--- src/hdl/bmpdec_pkg.sv ---
// Shared types, codes and result builders for the BMP stream decoder.
// Used by bmpdec_parser, bmpdec_out_queue and bmp_stream_to_rgba_decoder_top.
package bmpdec_pkg;

  // Result kinds carried on the output tuser.
  localparam logic [1:0] KIND_HEADER = 2'd0;
  localparam logic [1:0] KIND_PIXEL  = 2'd1;
  localparam logic [1:0] KIND_ERROR  = 2'd2;

  // Error codes.
  localparam logic [2:0] ERR_NONE   = 3'd0;
  localparam logic [2:0] ERR_SHORT  = 3'd1;
  localparam logic [2:0] ERR_SIG    = 3'd2;
  localparam logic [2:0] ERR_DEPTH  = 3'd3;
  localparam logic [2:0] ERR_DIMS   = 3'd4;
  localparam logic [2:0] ERR_OFFSET = 3'd5;
  localparam logic [2:0] ERR_TRUNC  = 3'd6;

  // Header byte positions.
  localparam logic [5:0] HDR_SIG0   = 6'd0;
  localparam logic [5:0] HDR_SIG1   = 6'd1;
  localparam logic [5:0] HDR_OFF_LO = 6'd10;
  localparam logic [5:0] HDR_OFF_HI = 6'd13;
  localparam logic [5:0] HDR_WID_LO = 6'd18;
  localparam logic [5:0] HDR_WID_HI = 6'd21;
  localparam logic [5:0] HDR_HGT_LO = 6'd22;
  localparam logic [5:0] HDR_HGT_HI = 6'd25;
  localparam logic [5:0] HDR_DEPTH  = 6'd28;
  localparam logic [5:0] HDR_LAST   = 6'd53;

  localparam logic [7:0]  SIG_B        = 8'h42;
  localparam logic [7:0]  SIG_M        = 8'h4D;
  localparam logic [7:0]  DEPTH_24     = 8'd24;
  localparam logic [7:0]  DEPTH_32     = 8'd32;
  localparam logic [7:0]  ALPHA_OPAQUE = 8'hFF;
  localparam logic [31:0] OFFSET_MIN   = 32'd54;

  localparam int IDX_W   = 24;
  localparam int DIM_W   = 13;
  localparam int TDATA_W = 88;

  // Output queue geometry.
  localparam int QDEPTH = 4;
  localparam int QPTR_W = 2;
  localparam int QCNT_W = 3;

  typedef enum logic [3:0] {
    PH_HEADER = 4'b0001,
    PH_SKIP   = 4'b0010,
    PH_PIXELS = 4'b0100,
    PH_DONE   = 4'b1000
  } phase_t;

  typedef struct packed {
    logic [1:0]       kind;
    logic [IDX_W-1:0] pixel_index;
    logic [7:0]       red;
    logic [7:0]       green;
    logic [7:0]       blue;
    logic [7:0]       alpha;
    logic [DIM_W-1:0] image_width;
    logic [DIM_W-1:0] image_height;
    logic [2:0]       error_code;
    logic             last;
  } result_t;

  typedef struct packed {
    logic              space_ok;
    logic [QCNT_W-1:0] level;
  } q_status_t;

  function automatic result_t make_error(input logic [2:0] code);
    result_t r;
    r = '0;
    r.kind = KIND_ERROR;
    r.error_code = code;
    r.last = 1'b1;
    return r;
  endfunction

  function automatic result_t make_header(input logic [DIM_W-1:0] w,
                                          input logic [DIM_W-1:0] h);
    result_t r;
    r = '0;
    r.kind = KIND_HEADER;
    r.image_width = w;
    r.image_height = h;
    return r;
  endfunction

  function automatic result_t make_pixel(input logic [IDX_W-1:0] idx,
                                         input logic [7:0] r_in,
                                         input logic [7:0] g_in,
                                         input logic [7:0] b_in,
                                         input logic [7:0] a_in,
                                         input logic fin);
    result_t r;
    r = '0;
    r.kind = KIND_PIXEL;
    r.pixel_index = idx;
    r.red = r_in;
    r.green = g_in;
    r.blue = b_in;
    r.alpha = a_in;
    r.last = fin;
    return r;
  endfunction

endpackage

--- src/hdl/bmpdec_parser.sv ---
// Input register and per-byte decode logic of the BMP stream decoder.
// Produces up to two results per byte. Depends on bmpdec_pkg.
module bmpdec_parser import bmpdec_pkg::*; #(
  parameter int MAX_WIDTH  = 4096,
  parameter int MAX_HEIGHT = 4096
) (
  input  logic       clk,
  input  logic       rst,
  input  logic       in_valid,
  output logic       in_ready,
  input  logic [7:0] in_byte,
  input  logic       in_eof,
  input  q_status_t  q_stat,
  output result_t    res0,
  output result_t    res1,
  output logic [1:0] res_count
);

  localparam int WW = $clog2(MAX_WIDTH + 1);
  localparam int HW = $clog2(MAX_HEIGHT + 1);
  localparam int PW = WW + HW;
  localparam logic [31:0] MAX_W32 = 32'(MAX_WIDTH);
  localparam logic [31:0] MAX_H32 = 32'(MAX_HEIGHT);

  // Input register.
  logic       in_full;
  logic [7:0] d;
  logic       eof;
  logic       fire;

  assign in_ready = !in_full || q_stat.space_ok;
  assign fire = in_full && q_stat.space_ok;

  always_ff @(posedge clk) begin
    if (rst) begin
      in_full <= 1'b0;
    end else if (in_valid && in_ready) begin
      in_full <= 1'b1;
    end else if (fire) begin
      in_full <= 1'b0;
    end
  end

  always_ff @(posedge clk) begin
    if (in_valid && in_ready) begin
      d <= in_byte;
      eof <= in_eof;
    end
  end

  // Decode state.
  phase_t          phase, phase_next;
  logic [31:0]     byte_position, byte_position_next;
  logic            sig_ok, sig_ok_next;
  logic [31:0]     pixel_offset, pixel_offset_next;
  logic [31:0]     width_value, width_value_next;
  logic [31:0]     height_value, height_value_next;
  logic [7:0]      depth_byte, depth_byte_next;
  logic [23:0]     pixel_bytes, pixel_bytes_next;
  logic [1:0]      byte_in_pixel, byte_in_pixel_next;
  logic [WW-1:0]   column, column_next;
  logic [HW-1:0]   row, row_next;
  logic [1:0]      pad_left, pad_left_next;
  logic [IDX_W-1:0] row_base, row_base_next;

  // Values derived from the header, refreshed every cycle. They settle long
  // before the last header byte arrives.
  logic [31:0]      habs;
  logic [HW-1:0]    h_m1;
  logic [WW-1:0]    w_m1;
  logic [IDX_W-1:0] base_prod;
  logic [PW-1:0]    prod_full;

  assign prod_full = PW'(h_m1) * PW'(width_value[WW-1:0]);

  always_ff @(posedge clk) begin
    habs <= height_value[31] ? (32'd0 - height_value) : height_value;
    h_m1 <= habs[HW-1:0] - HW'(1);
    w_m1 <= width_value[WW-1:0] - WW'(1);
    base_prod <= IDX_W'(prod_full);
  end

  always_ff @(posedge clk) begin
    if (rst) begin
      phase <= PH_HEADER;
      byte_position <= '0;
    end else begin
      phase <= phase_next;
      byte_position <= byte_position_next;
    end
  end

  always_ff @(posedge clk) begin
    sig_ok <= sig_ok_next;
    pixel_offset <= pixel_offset_next;
    width_value <= width_value_next;
    height_value <= height_value_next;
    depth_byte <= depth_byte_next;
    pixel_bytes <= pixel_bytes_next;
    byte_in_pixel <= byte_in_pixel_next;
    column <= column_next;
    row <= row_next;
    pad_left <= pad_left_next;
    row_base <= row_base_next;
  end

  logic [5:0]       hdr_pos;
  logic [1:0]       hdr_lane;
  logic [2:0]       hdr_err;
  logic             bpp4;
  logic [1:0]       bip_last;
  logic [7:0]       red_val;
  logic [7:0]       alpha_val;
  logic             is_final;
  logic [IDX_W-1:0] wid24;
  logic [IDX_W-1:0] pix_idx;

  assign hdr_pos = byte_position[5:0];
  assign bpp4 = (depth_byte == DEPTH_32);
  assign bip_last = bpp4 ? 2'd3 : 2'd2;
  assign red_val = bpp4 ? pixel_bytes[23:16] : d;
  assign alpha_val = bpp4 ? d : ALPHA_OPAQUE;
  assign is_final = (row == h_m1) && (column == w_m1);
  assign wid24 = IDX_W'(width_value[WW-1:0]);
  assign pix_idx = row_base + IDX_W'(column);

  // Checked in this order: signature, depth, dimensions, offset.
  always_comb begin
    if (!sig_ok) begin
      hdr_err = ERR_SIG;
    end else if (depth_byte != DEPTH_24 && depth_byte != DEPTH_32) begin
      hdr_err = ERR_DEPTH;
    end else if (width_value == '0 || width_value[31] || habs == '0 ||
                 width_value > MAX_W32 || habs > MAX_H32) begin
      hdr_err = ERR_DIMS;
    end else if (pixel_offset < OFFSET_MIN) begin
      hdr_err = ERR_OFFSET;
    end else begin
      hdr_err = ERR_NONE;
    end
  end

  logic restart;
  logic pix_final;

  always_comb begin
    phase_next = phase;
    byte_position_next = byte_position;
    sig_ok_next = sig_ok;
    pixel_offset_next = pixel_offset;
    width_value_next = width_value;
    height_value_next = height_value;
    depth_byte_next = depth_byte;
    pixel_bytes_next = pixel_bytes;
    byte_in_pixel_next = byte_in_pixel;
    column_next = column;
    row_next = row;
    pad_left_next = pad_left;
    row_base_next = row_base;
    res0 = '0;
    res1 = '0;
    res_count = 2'd0;
    restart = 1'b0;
    pix_final = 1'b0;
    hdr_lane = 2'd0;

    if (fire) begin
      unique case (phase)
        PH_HEADER: begin
          // Every captured lane is written before the header is checked, so
          // the capture registers never need clearing between files.
          unique case (hdr_pos) inside
            HDR_SIG0: sig_ok_next = (d == SIG_B);
            HDR_SIG1: sig_ok_next = sig_ok & (d == SIG_M);
            [HDR_OFF_LO:HDR_OFF_HI]: begin
              hdr_lane = 2'(hdr_pos - HDR_OFF_LO);
              pixel_offset_next[{hdr_lane, 3'b000} +: 8] = d;
            end
            [HDR_WID_LO:HDR_WID_HI]: begin
              hdr_lane = 2'(hdr_pos - HDR_WID_LO);
              width_value_next[{hdr_lane, 3'b000} +: 8] = d;
            end
            [HDR_HGT_LO:HDR_HGT_HI]: begin
              hdr_lane = 2'(hdr_pos - HDR_HGT_LO);
              height_value_next[{hdr_lane, 3'b000} +: 8] = d;
            end
            HDR_DEPTH: depth_byte_next = d;
            default: ;
          endcase
          byte_position_next = byte_position + 32'd1;
          if (hdr_pos != HDR_LAST) begin
            if (eof) begin
              res0 = make_error(ERR_SHORT);
              res_count = 2'd1;
              restart = 1'b1;
            end
          end else if (hdr_err != ERR_NONE) begin
            res0 = make_error(hdr_err);
            res_count = 2'd1;
            if (eof) begin
              restart = 1'b1;
            end else begin
              phase_next = PH_DONE;
            end
          end else begin
            res0 = make_header(width_value[DIM_W-1:0], habs[DIM_W-1:0]);
            res_count = 2'd1;
            row_next = '0;
            column_next = '0;
            byte_in_pixel_next = 2'd0;
            pad_left_next = 2'd0;
            row_base_next = height_value[31] ? '0 : base_prod;
            phase_next = (pixel_offset == OFFSET_MIN) ? PH_PIXELS : PH_SKIP;
            if (eof) begin
              res1 = make_error(ERR_TRUNC);
              res_count = 2'd2;
              restart = 1'b1;
            end
          end
        end

        PH_SKIP: begin
          if (byte_position == pixel_offset - 32'd1) begin
            phase_next = PH_PIXELS;
          end
          byte_position_next = byte_position + 32'd1;
          if (eof) begin
            res0 = make_error(ERR_TRUNC);
            res_count = 2'd1;
            restart = 1'b1;
          end
        end

        PH_PIXELS: begin
          if (pad_left != 2'd0) begin
            pad_left_next = pad_left - 2'd1;
          end else if (byte_in_pixel != bip_last) begin
            case (byte_in_pixel)
              2'd0:    pixel_bytes_next[7:0] = d;
              2'd1:    pixel_bytes_next[15:8] = d;
              default: pixel_bytes_next[23:16] = d;
            endcase
            byte_in_pixel_next = byte_in_pixel + 2'd1;
          end else begin
            res0 = make_pixel(pix_idx, red_val, pixel_bytes[15:8],
                              pixel_bytes[7:0], alpha_val, is_final);
            res_count = 2'd1;
            byte_in_pixel_next = 2'd0;
            if (is_final) begin
              pix_final = 1'b1;
              if (eof) begin
                restart = 1'b1;
              end else begin
                phase_next = PH_DONE;
              end
            end else if (column == w_m1) begin
              // Row wrap: bottom-up files walk the row base downward.
              column_next = '0;
              row_next = row + HW'(1);
              pad_left_next = bpp4 ? 2'd0 : width_value[1:0];
              row_base_next = height_value[31] ? (row_base + wid24)
                                               : (row_base - wid24);
            end else begin
              column_next = column + WW'(1);
            end
          end
          if (eof && !pix_final) begin
            if (res_count == 2'd0) begin
              res0 = make_error(ERR_TRUNC);
              res_count = 2'd1;
            end else begin
              res1 = make_error(ERR_TRUNC);
              res_count = 2'd2;
            end
            restart = 1'b1;
          end
        end

        default: begin
          if (eof) begin
            restart = 1'b1;
          end
        end
      endcase

      if (restart) begin
        phase_next = PH_HEADER;
        byte_position_next = '0;
      end
    end
  end

endmodule

--- src/hdl/bmpdec_out_queue.sv ---
// Four-entry result queue that takes up to two results per cycle and
// delivers one per beat. Depends on bmpdec_pkg.
module bmpdec_out_queue import bmpdec_pkg::*; (
  input  logic       clk,
  input  logic       rst,
  input  logic [1:0] push_count,
  input  result_t    push0,
  input  result_t    push1,
  output q_status_t  stat,
  output logic       out_valid,
  input  logic       out_ready,
  output result_t    out_item
);

  result_t           slots [QDEPTH];
  logic [QPTR_W-1:0] wr_ptr;
  logic [QPTR_W-1:0] rd_ptr;
  logic [QCNT_W-1:0] level;
  logic              pop;

  assign pop = out_valid && out_ready;
  assign out_valid = (level != '0);
  assign out_item = slots[rd_ptr];
  // Room for a full pair of results is required before a byte is decoded.
  assign stat.space_ok = (level <= QCNT_W'(QDEPTH - 2));
  assign stat.level = level;

  always_ff @(posedge clk) begin
    if (rst) begin
      wr_ptr <= '0;
      rd_ptr <= '0;
      level <= '0;
    end else begin
      wr_ptr <= wr_ptr + QPTR_W'(push_count);
      rd_ptr <= rd_ptr + QPTR_W'(pop);
      level <= level + QCNT_W'(push_count) - QCNT_W'(pop);
    end
  end

  always_ff @(posedge clk) begin
    if (push_count != 2'd0) begin
      slots[wr_ptr] <= push0;
    end
    if (push_count == 2'd2) begin
      slots[wr_ptr + QPTR_W'(1)] <= push1;
    end
  end

endmodule

--- src/hdl/bmp_stream_to_rgba_decoder_top.sv ---
// Top level of the BMP stream decoder: byte stream in, RGBA pixel results out.
// Instantiates bmpdec_parser and bmpdec_out_queue; depends on bmpdec_pkg.
//
// Usage: a BMP file enters on the slave stream one byte per beat, with s_tlast
// marking the final byte of the file. The block parses the 54-byte header,
// emits one header result (image size) or one error result, skips to the pixel
// offset and then emits one pixel result per stored pixel, with its top-down
// index, RGBA components and m_tlast set on the final pixel. Error results
// also carry m_tlast. The result kind travels on m_tuser.
// An accepted byte is held in the input register until the result queue has
// room for a pair of results; it is then decoded, and its results are written
// into the result queue, from which the master side presents them in order.
// Throughput: one byte per cycle while the queue has room for a pair. A single
// byte yields at most two results (a header or a non-final pixel, then a
// truncation error); the four-entry result queue absorbs that, and a byte is
// decoded only when two queue slots are free, so s_tready depends only on
// registered state.
// Reset clears the input register, the queue and the parser phase; the next
// byte starts a new header. A new file also starts after any s_tlast byte.
// When the receiver stalls, results wait in the queue; s_tready drops once the
// input register waits for queue room; no result is dropped or repeated.
module bmp_stream_to_rgba_decoder_top import bmpdec_pkg::*; #(
  parameter int MAX_WIDTH  = 4096,
  parameter int MAX_HEIGHT = 4096
) (
  input  logic               clk,
  input  logic               rst,
  input  logic               s_tvalid,
  output logic               s_tready,
  input  logic [7:0]         s_tdata,  // [7:0] data_byte
  input  logic               s_tlast,
  output logic               m_tvalid,
  input  logic               m_tready,
  // [23:0] pixel_index, [31:24] red, [39:32] green, [47:40] blue,
  // [55:48] alpha, [68:56] image_width, [81:69] image_height,
  // [84:82] error_code, [87:85] zero
  output logic [TDATA_W-1:0] m_tdata,
  output logic [1:0]         m_tuser,  // [1:0] kind
  output logic               m_tlast
);

  q_status_t  q_stat;
  result_t    res0;
  result_t    res1;
  logic [1:0] res_count;
  result_t    head;

  bmpdec_parser #(
    .MAX_WIDTH (MAX_WIDTH),
    .MAX_HEIGHT(MAX_HEIGHT)
  ) u_parser (
    .clk      (clk),
    .rst      (rst),
    .in_valid (s_tvalid),
    .in_ready (s_tready),
    .in_byte  (s_tdata),
    .in_eof   (s_tlast),
    .q_stat   (q_stat),
    .res0     (res0),
    .res1     (res1),
    .res_count(res_count)
  );

  bmpdec_out_queue u_queue (
    .clk       (clk),
    .rst       (rst),
    .push_count(res_count),
    .push0     (res0),
    .push1     (res1),
    .stat      (q_stat),
    .out_valid (m_tvalid),
    .out_ready (m_tready),
    .out_item  (head)
  );

  // Pack the result fields, first field in the lowest bits.
  assign m_tdata = {3'b000, head.error_code, head.image_height, head.image_width,
                    head.alpha, head.blue, head.green, head.red,
                    head.pixel_index};
  assign m_tuser = head.kind;
  assign m_tlast = head.last;

  // The queue never holds more results than it has slots.
  a_queue_bound: assert property (@(posedge clk) disable iff (rst)
    q_stat.level <= QCNT_W'(QDEPTH))
    else $error("result queue overflow");

  // The parser only produces results when a full pair of slots is free.
  a_push_room: assert property (@(posedge clk) disable iff (rst)
    res_count != 2'd0 |-> q_stat.space_ok)
    else $error("results produced without queue room");

  // A second result from one byte is always a terminating error.
  a_second_is_error: assert property (@(posedge clk) disable iff (rst)
    res_count == 2'd2 |-> (res1.kind == KIND_ERROR) && res1.last)
    else $error("second result of a byte is not an error");

  // Every delivered error result closes the file.
  a_error_last: assert property (@(posedge clk) disable iff (rst)
    m_tvalid && (m_tuser == KIND_ERROR) |-> m_tlast)
    else $error("error result without last");

endmodule

--- config.mk ---
export PLATFORM = sky130hd
export DESIGN_NAME = bmp_stream_to_rgba_decoder_top
export DESIGN_NICKNAME = d
export VERILOG_FILES = /design/src/hdl/bmpdec_pkg.sv /design/src/hdl/bmpdec_parser.sv /design/src/hdl/bmpdec_out_queue.sv /design/src/hdl/bmp_stream_to_rgba_decoder_top.sv
export SDC_FILE = /design/constraint.sdc
export NUM_CORES = 2
export LEC_CHECK = 0
export BUFFER_PORTS_ARGS = -buffer_cell sky130_fd_sc_hd__buf_2
export CAP_MARGIN = 20
export CORE_MARGIN = 8
export CORE_UTILIZATION = 46
export DETAILED_ROUTE_END_ITERATION = 10
export RECOVER_POWER = 100
export SYNTH_ARGS = -nofsm -noshare
export SYNTH_HDL_FRONTEND = slang
export SYNTH_SLANG_ARGS = --single-unit
--- constraint.sdc ---
create_clock -name clk -period 10.85 [get_ports clk]
set_clock_uncertainty 0.15 [all_clocks]
set_input_delay 0.5425 -clock clk [delete_from_list [all_inputs] [get_ports clk]]
set_output_delay 0.5425 -clock clk [all_outputs]
set_load 0.02 [all_outputs]
# [Yosys cells after proc, flatten, opt, wreduce, memory -nomap -nowiden]
# Memories as Yosys holds them, arrays and structs flattened. A register that Yosys moved wholly into a read port is not among the register bits.
# Cells that the tools add are included.
[word_totals] ff_bits=318 ram_bits=352 output_inout_bits=93 memories=1
[op_classes] add_sub_neg=23 mul=1 magnitude_cmp=10 eq_ne=32 shift=6 mux=103 bitwise_logic=3 reduce_logical=46
[memory_table] memory="u_queue.slots" words=4 word_bits=88 read_ports=1 rd_clocked_by_memory_dff=1 write_ports=2 line="bmpdec_out_queue.sv:15" source="result_t slots [QDEPTH];"
[op_table] op="$mux W88" count=13
[op_table] op="$pmux W88 S3" count=1
[op_table] op="$mux W24" count=8
[op_table] op="$pmux W88 S2" count=1
[op_table] op="$mux W13" count=10
[op_table] op="$bwmux W32" count=3
[op_table] op="$shift A8 B7 Y32 const A" count=3
[op_table] op="$shiftx A8 B7 Y32" count=3
[op_table] op="$mux W87" count=1
[op_table] op="$gt A32 B13 Y1 const B" count=2
[op_table] op="$logic_not A32 Y1" count=2
[op_table] op="$mux W32" count=2
[op_table] op="$pmux W13 S2" count=2
[op_table] op="$add A24 B13 Y24" count=2
[op_table] op="$pmux W24 S2" count=1
[op_table] op="$mux W2" count=19
[op_table] op="$add A32 B1 Y32 const B" count=1
[op_table] op="$eq A32 B32 Y1" count=1
[op_table] op="$eq A32 B6 Y1 const B" count=1
[op_table] op="$lt A32 B6 Y1 const B" count=1
[op_table] op="$mux W4" count=8
[op_table] op="$sub A1 B32 Y32 const A" count=1
[op_table] op="$sub A32 B1 Y32 const B" count=1
[op_table] op="$mux W31" count=1
[op_table] op="other kinds (59)" count=136

# [Depth between registers and ports, before layout]
[depth] depth_word=16 mapped_depth=22 ltp_nobuf=20

# [Cells and area by module]
# From an unflattened synthesis, not the netlist that was laid out.
[unflattened] cells_unflattened=3164 area_unflattened_um2=39360.2
[by_module_without_submodules] module="bmpdec_parser" n_inst=1 cells_each=2264 area_each_um2=22039.9 seq_area_each_um2=8147.8
[by_module_without_submodules] module="bmpdec_out_queue" n_inst=1 cells_each=896 area_each_um2=17294.1 seq_area_each_um2=10710.3
[by_module_without_submodules] module="bmp_stream_to_rgba_decoder_top" n_inst=1 cells_each=4 area_each_um2=26.3 seq_area_each_um2=0.0

# [Worst setup path after synthesis]
# OpenSTA, ideal clock, no wires.
[synth_timing] path_type="reg-to-reg" from="register u_parser.width_value[0]" to="register u_parser.row[0], enable pin" arrival_time_ns=5.214 required_time_ns=10.223 slack_ns=5.009 path_stages_with_launch=14 path_buffers=2 synth_period_minus_slack_ns=5.841 cell_sequence="edfxtp_1 > clkbuf_1 > clkbuf_1 > inv_1 > ha_1 > or3b_2 > nand4b_1 > xor2_1 > nand4_1 > nor3_1 > nand2_1 > a21oi_1 > nand2_1 > nor3_1"
[synth_via] elab_chain_len=11 elab_cells_between_ends=12 cone_classes="1 x order compare; 1 x eq/ne; 3 x mux; 7 x reduce/logical"
[synth_lines] element="from (decl)" line="bmpdec_parser.sv:56" source="logic [31:0] width_value, width_value_next;"
[synth_lines] element="from (signal assigned)" line="bmpdec_parser.sv:96" source="width_value <= width_value_next;"
[synth_lines] element="parallel branches: the longest is 3 deep, another holds $gt A32 B13 Y1"
[synth_lines] element="$logic_or A1 B1 Y1 *" line="bmpdec_parser.sv:133" source="end else if (width_value == '0 || width_value[31] || habs == '0 ||"
[synth_lines] element="$logic_or A1 B1 Y1 *" line="bmpdec_parser.sv:134" source="width_value > MAX_W32 || habs > MAX_H32) begin"
[synth_lines] element="$mux W3 *" line="bmpdec_parser.sv:133"
[synth_lines] element="$mux W3 *" line="bmpdec_parser.sv:131" source="end else if (depth_byte != DEPTH_24 && depth_byte != DEPTH_32) begin"
[synth_lines] element="$mux W3 *" line="bmpdec_parser.sv:129" source="if (!sig_ok) begin"
[synth_lines] element="$reduce_bool A3 Y1 *" line="bmpdec_parser.sv:197" source="end else if (hdr_err != ERR_NONE) begin"
[synth_lines] element="$ne A2 B2 Y1 (no source line) *"
[synth_lines] element="$reduce_and A8 Y1 (no source line) *"
[synth_lines] element="to (signal assigned)" line="bmpdec_parser.sv:102" source="row <= row_next;"
[synth_lines] element="to (decl)" line="bmpdec_parser.sv:62" source="logic [HW-1:0] row, row_next;"
# Every way passes the cells marked *.
# A chain may end at the register's enable or synchronous reset.

==> impl_metrics.py <==
metrics = {
    "synthesis": {
        "synth_simple_gate_area_share_pct": 17.01,
        "ys_seq_area_share_pct": 44.09,
        "ys_top_cells_by_area": "dfxtp_1 (26%), edfxtp_1 (18%), fa_1 (7.0%)",
        "synth-async-reset-ratio_pct": 0,
        "syn-mean-instance-area_um2": 9.899,
        "synthXorXnorAreaFrac_pct": 5.907,
        "muxShareOfSynthArea_pct": 6.096,
        "synth_top_area_share_pct": 26.32,
        "synth_top_family_by_area": "simple AND/OR/NAND/NOR gates",
        "synth_warnings": 0,
        "ys.flop_type": "dfxtp_1",
        "yosys.area_share.adder_pct": 11.28,
        "netlist_instances": 3550,
        "synth.most_common_cell": "dfxtp_1",
        "synth_common_cells": "dfxtp_1 (462), nor2_1 (435), nand2_1 (317)",
        "synth_compound_area_share_pct": 10.99,
        "synthDistinctLibCells": 81,
        "yosysTopAreaCell": "dfxtp_1",
        "synth_edf_count": 208,
        "synth.cell_area_um2": 35140,
        "ys_ff_latch": 670,
    },
    "routing": {
        "drt_iter0_markers": 1731,
        "wl_met3_mm": 4.621,
        "wl_met1_mm": 43.21,
        "highest_layer": "met5",
        "wl_per_cell_um": 20.08,
        "dr_wl_met2_mm": 42.81,
        "wl_mm": 92.57,
        "ant_nets": 0,
        "drc_errors": 0,
        "routed_via_density": 5.613,
        "routed-via-count": 25881,
        "drt_pass1_iterations": 5,
    },
    "global_routing": {
        "grt_first_pass_wirelength_mm": 146.1,
        "grtUsageTotal_pct": 21.29,
        "antenna_found_initial": 1,
        "grt.overflow.total": 0,
        "grt_pass1_vias": 25481,
        "grt_max_degree": 91,
    },
    "critical_path": {
        "cp_data_arrival_time_ns": 8.24,
        "cp.required_ns": 11.22,
        "worstSetupEndpointType": "register",
        "worstSetupPathType": "reg -> reg",
        "startpoint_type": "register",
        "critPathMaxFanout": 86,
    },
    "sta": {
        "fin_tns_setup_ns": 0,
        "fin_crit_sh_pct": 72.47,
        "period_needed_ns": 7.863,
        "max_slew_margin_pct": -137.1,
        "max_freq_ghz": 0.1272,
        "slew_viol_final": 656,
        "tightest_slew_ns": 3.557,
        "finalSetupViolations": 0,
        "holdWs_ns": 0.05773,
        "hold_viol_final": 0,
        "rsz0062_at_grt": "false",
    },
    "clock_tree": {
        "ctsResizeCount": 0,
        "clkLatencyLatePin_ns": 0.61,
        "clk_pin_slew_ns": 0.06,
        "clock_tree.root_cell": "clkbuf_16",
        "cts_made_buffers": 72,
        "ctsLongestPathBuffers": 3,
        "cts_sinks": 670,
        "cts_hold_buffers": 9,
        "cts_setup_buffers": 0,
        "htreeDepth": 3,
        "cts_tree": "built",
    },
    "cells_and_area": {
        "area_growth_pct": 10.75,
        "drive_gt1_share_pct": 7.404,
        "ff_latch_area_um2": 15500,
        "fin_area_um2": 38920,
        "diodes": 0,
        "multi_input_area_um2": 18070,
        "stdcell_count": 4611,
        "nFillCells": 6925,
        "finalNetCount": 3831,
    },
    "place": {
        "io_buffer_count": 102,
        "dp.cells": 4467,
        "routabilityCongestion": 0.8974,
        "post_dp_cell_area_um2": 36490,
        "dp_hpwl_mm": 61.56,
    },
    "pwr": {
        "power_uw": 5615,
        "p_seq_share_pct": 47.1,
        "p_sw_uw": 1318,
        "peakVddDrop_v": 0.0001164,
        "swShare_pct": 23.48,
        "clkPwrFrac_pct": 46.4,
        "p_int_uw": 4296,
        "power.leakage_uw": 0.01504,
        "pwr-share-comb_pct": 6.5,
        "powerDensity_nw_per_um2": 144.3,
    },
    "run": {
        "maxCapViolCount": 14,
    },
    "floorplanning": {
        "rows": 101,
        "initial_core_util_pct": 46.34,
        "die_area_um2": 85490,
        "core-area_um2": 75820,
        "io_pins": 106,
        "die_x_um": 292.4,
        "chipHeight_um": 292.4,
    },
    "status": {
        "failed_checks": "max-capacitance violations, max-slew violations",
        "outcome": "finished, violations left",
    },
    "worst_hold_path": {
        "min_path_type": "in -> reg",
    },
}
==> final cells by class <==
class,instances,share of cell area [%]
clock buffer,94,5.051
timing repair buffer,157,2.122
multi-input combinational,2464,46.44
sequential,670,39.82
inverter,210,2.025
tap,978,3.144
clock inverter,38,1.395
==> flip-flops by register name (all words and copies together) (netlist names), 24 cells and up <==
name and count:
u_queue.slots 352, u_parser.pixel_offset 32, u_parser.row_base 24, u_parser.byte_position 32, u_parser.pixel_bytes 24, u_parser.base_prod 24, u_parser.height_value 32, u_parser.width_value 32
u_parser.habs 32
==> per-stage QoR <==
stage	utilization, %	worst slack (ns)
after floorplan	-	5.009
after global placement	48.13	4.532
after detailed placement	48.13	4.296
after CTS	51.56	4.235
after global routing	51.33	2.289
final	51.33	2.987
==> worst max-delay path, cell delays in order, from the launching register on <==
cell and delay, ns:
edfxtp_1 0.36, nor4_1 0.47, nand3_1 0.82, xnor2_1 0.40, nand2_1 0.15, nor3_1 0.40
inv_1 0.16, nand4b_1 0.25, and2_0 0.26, ha_1 0.32, a2bb2oi_1 0.13, a21oi_1 0.72
nand2_1 2.02, nor2_2 0.53, buf_4 0.41, a22o_1 0.19
==> routing by layer <==
| layer | track usage [%] | vias up |
|---|---|---|
| li1 | - | 12326 |
| met2 | 34.54 | 640 |
| met4 | 5.234 | 2 |
| met1 | 29.97 | 12767 |
| met5 | 0 | - |
| met3 | 3.066 | 146 |
==> power groups by stage <==
stage                     clock (uW)  combinational, uW  sequential (uW)
after floorplan                    0                294             2660
after global placement             0                367             2700
after detailed placement           0                368             2700
after CTS                       2650                373             2650
after global routing            2760                401             2650
final                           2600                366             2650
==> kinds of logic after synthesis <==
family / Yosys count
XOR/XNOR: 237
multiplexers: 104
AO/OA/AOI/OAI: 617
buffers and inverters: 418
AND/OR/NAND/NOR: 1260
other: 1
flip-flops: 670
adder cells (fa/ha/maj): 243
==> cell usage in the layout (no fill, tap or decap), types with 29 or more instances in the layout <==
| cell type | netlist | layout |
|---|---|---|
| a21oi_1 | 231 | 231 |
| a22o_1 | 100 | 100 |
| and2_0 | 0 | 51 |
| and2_1 | 123 | 73 |
| and3_1 | 30 | 30 |
| clkbuf_1 | 169 | 119 |
| clkbuf_16 | 0 | 73 |
| dfxtp_1 | 462 | 461 |
| edfxtp_1 | 208 | 208 |
| fa_1 | 123 | 123 |
| ha_1 | 120 | 120 |
| inv_1 | 210 | 210 |
| mux4_2 | 88 | 88 |
| nand2_1 | 317 | 317 |
| nand3_1 | 66 | 64 |
| nand3b_1 | 29 | 29 |
| nor2_1 | 435 | 430 |
| nor3_1 | 81 | 80 |
| nor4_1 | 35 | 35 |
| o21ai_0 | 158 | 158 |
| xnor2_1 | 134 | 134 |
| xor2_1 | 103 | 103 |
==> worst paths after layout <==
check                               startpoint                           endpoint  slack [ns]  cells past startpoint
max reg2reg   u_parser.depth_byte[6]$_DFFE_PP_  u_queue.slots[0][25]$_SDFFE_PP0P_        2.99                     15
min reg2reg  u_queue.slots[2][80]$_SDFFE_PP0P_  u_queue.slots[2][80]$_SDFFE_PP0P_        0.30                      2
max           u_parser.depth_byte[6]$_DFFE_PP_  u_queue.slots[0][25]$_SDFFE_PP0P_        2.99                     15
min                                   s_tvalid      u_parser.in_full$_SDFFE_PP0P_        0.06                      3
Power figures use the tool's default switching activity.
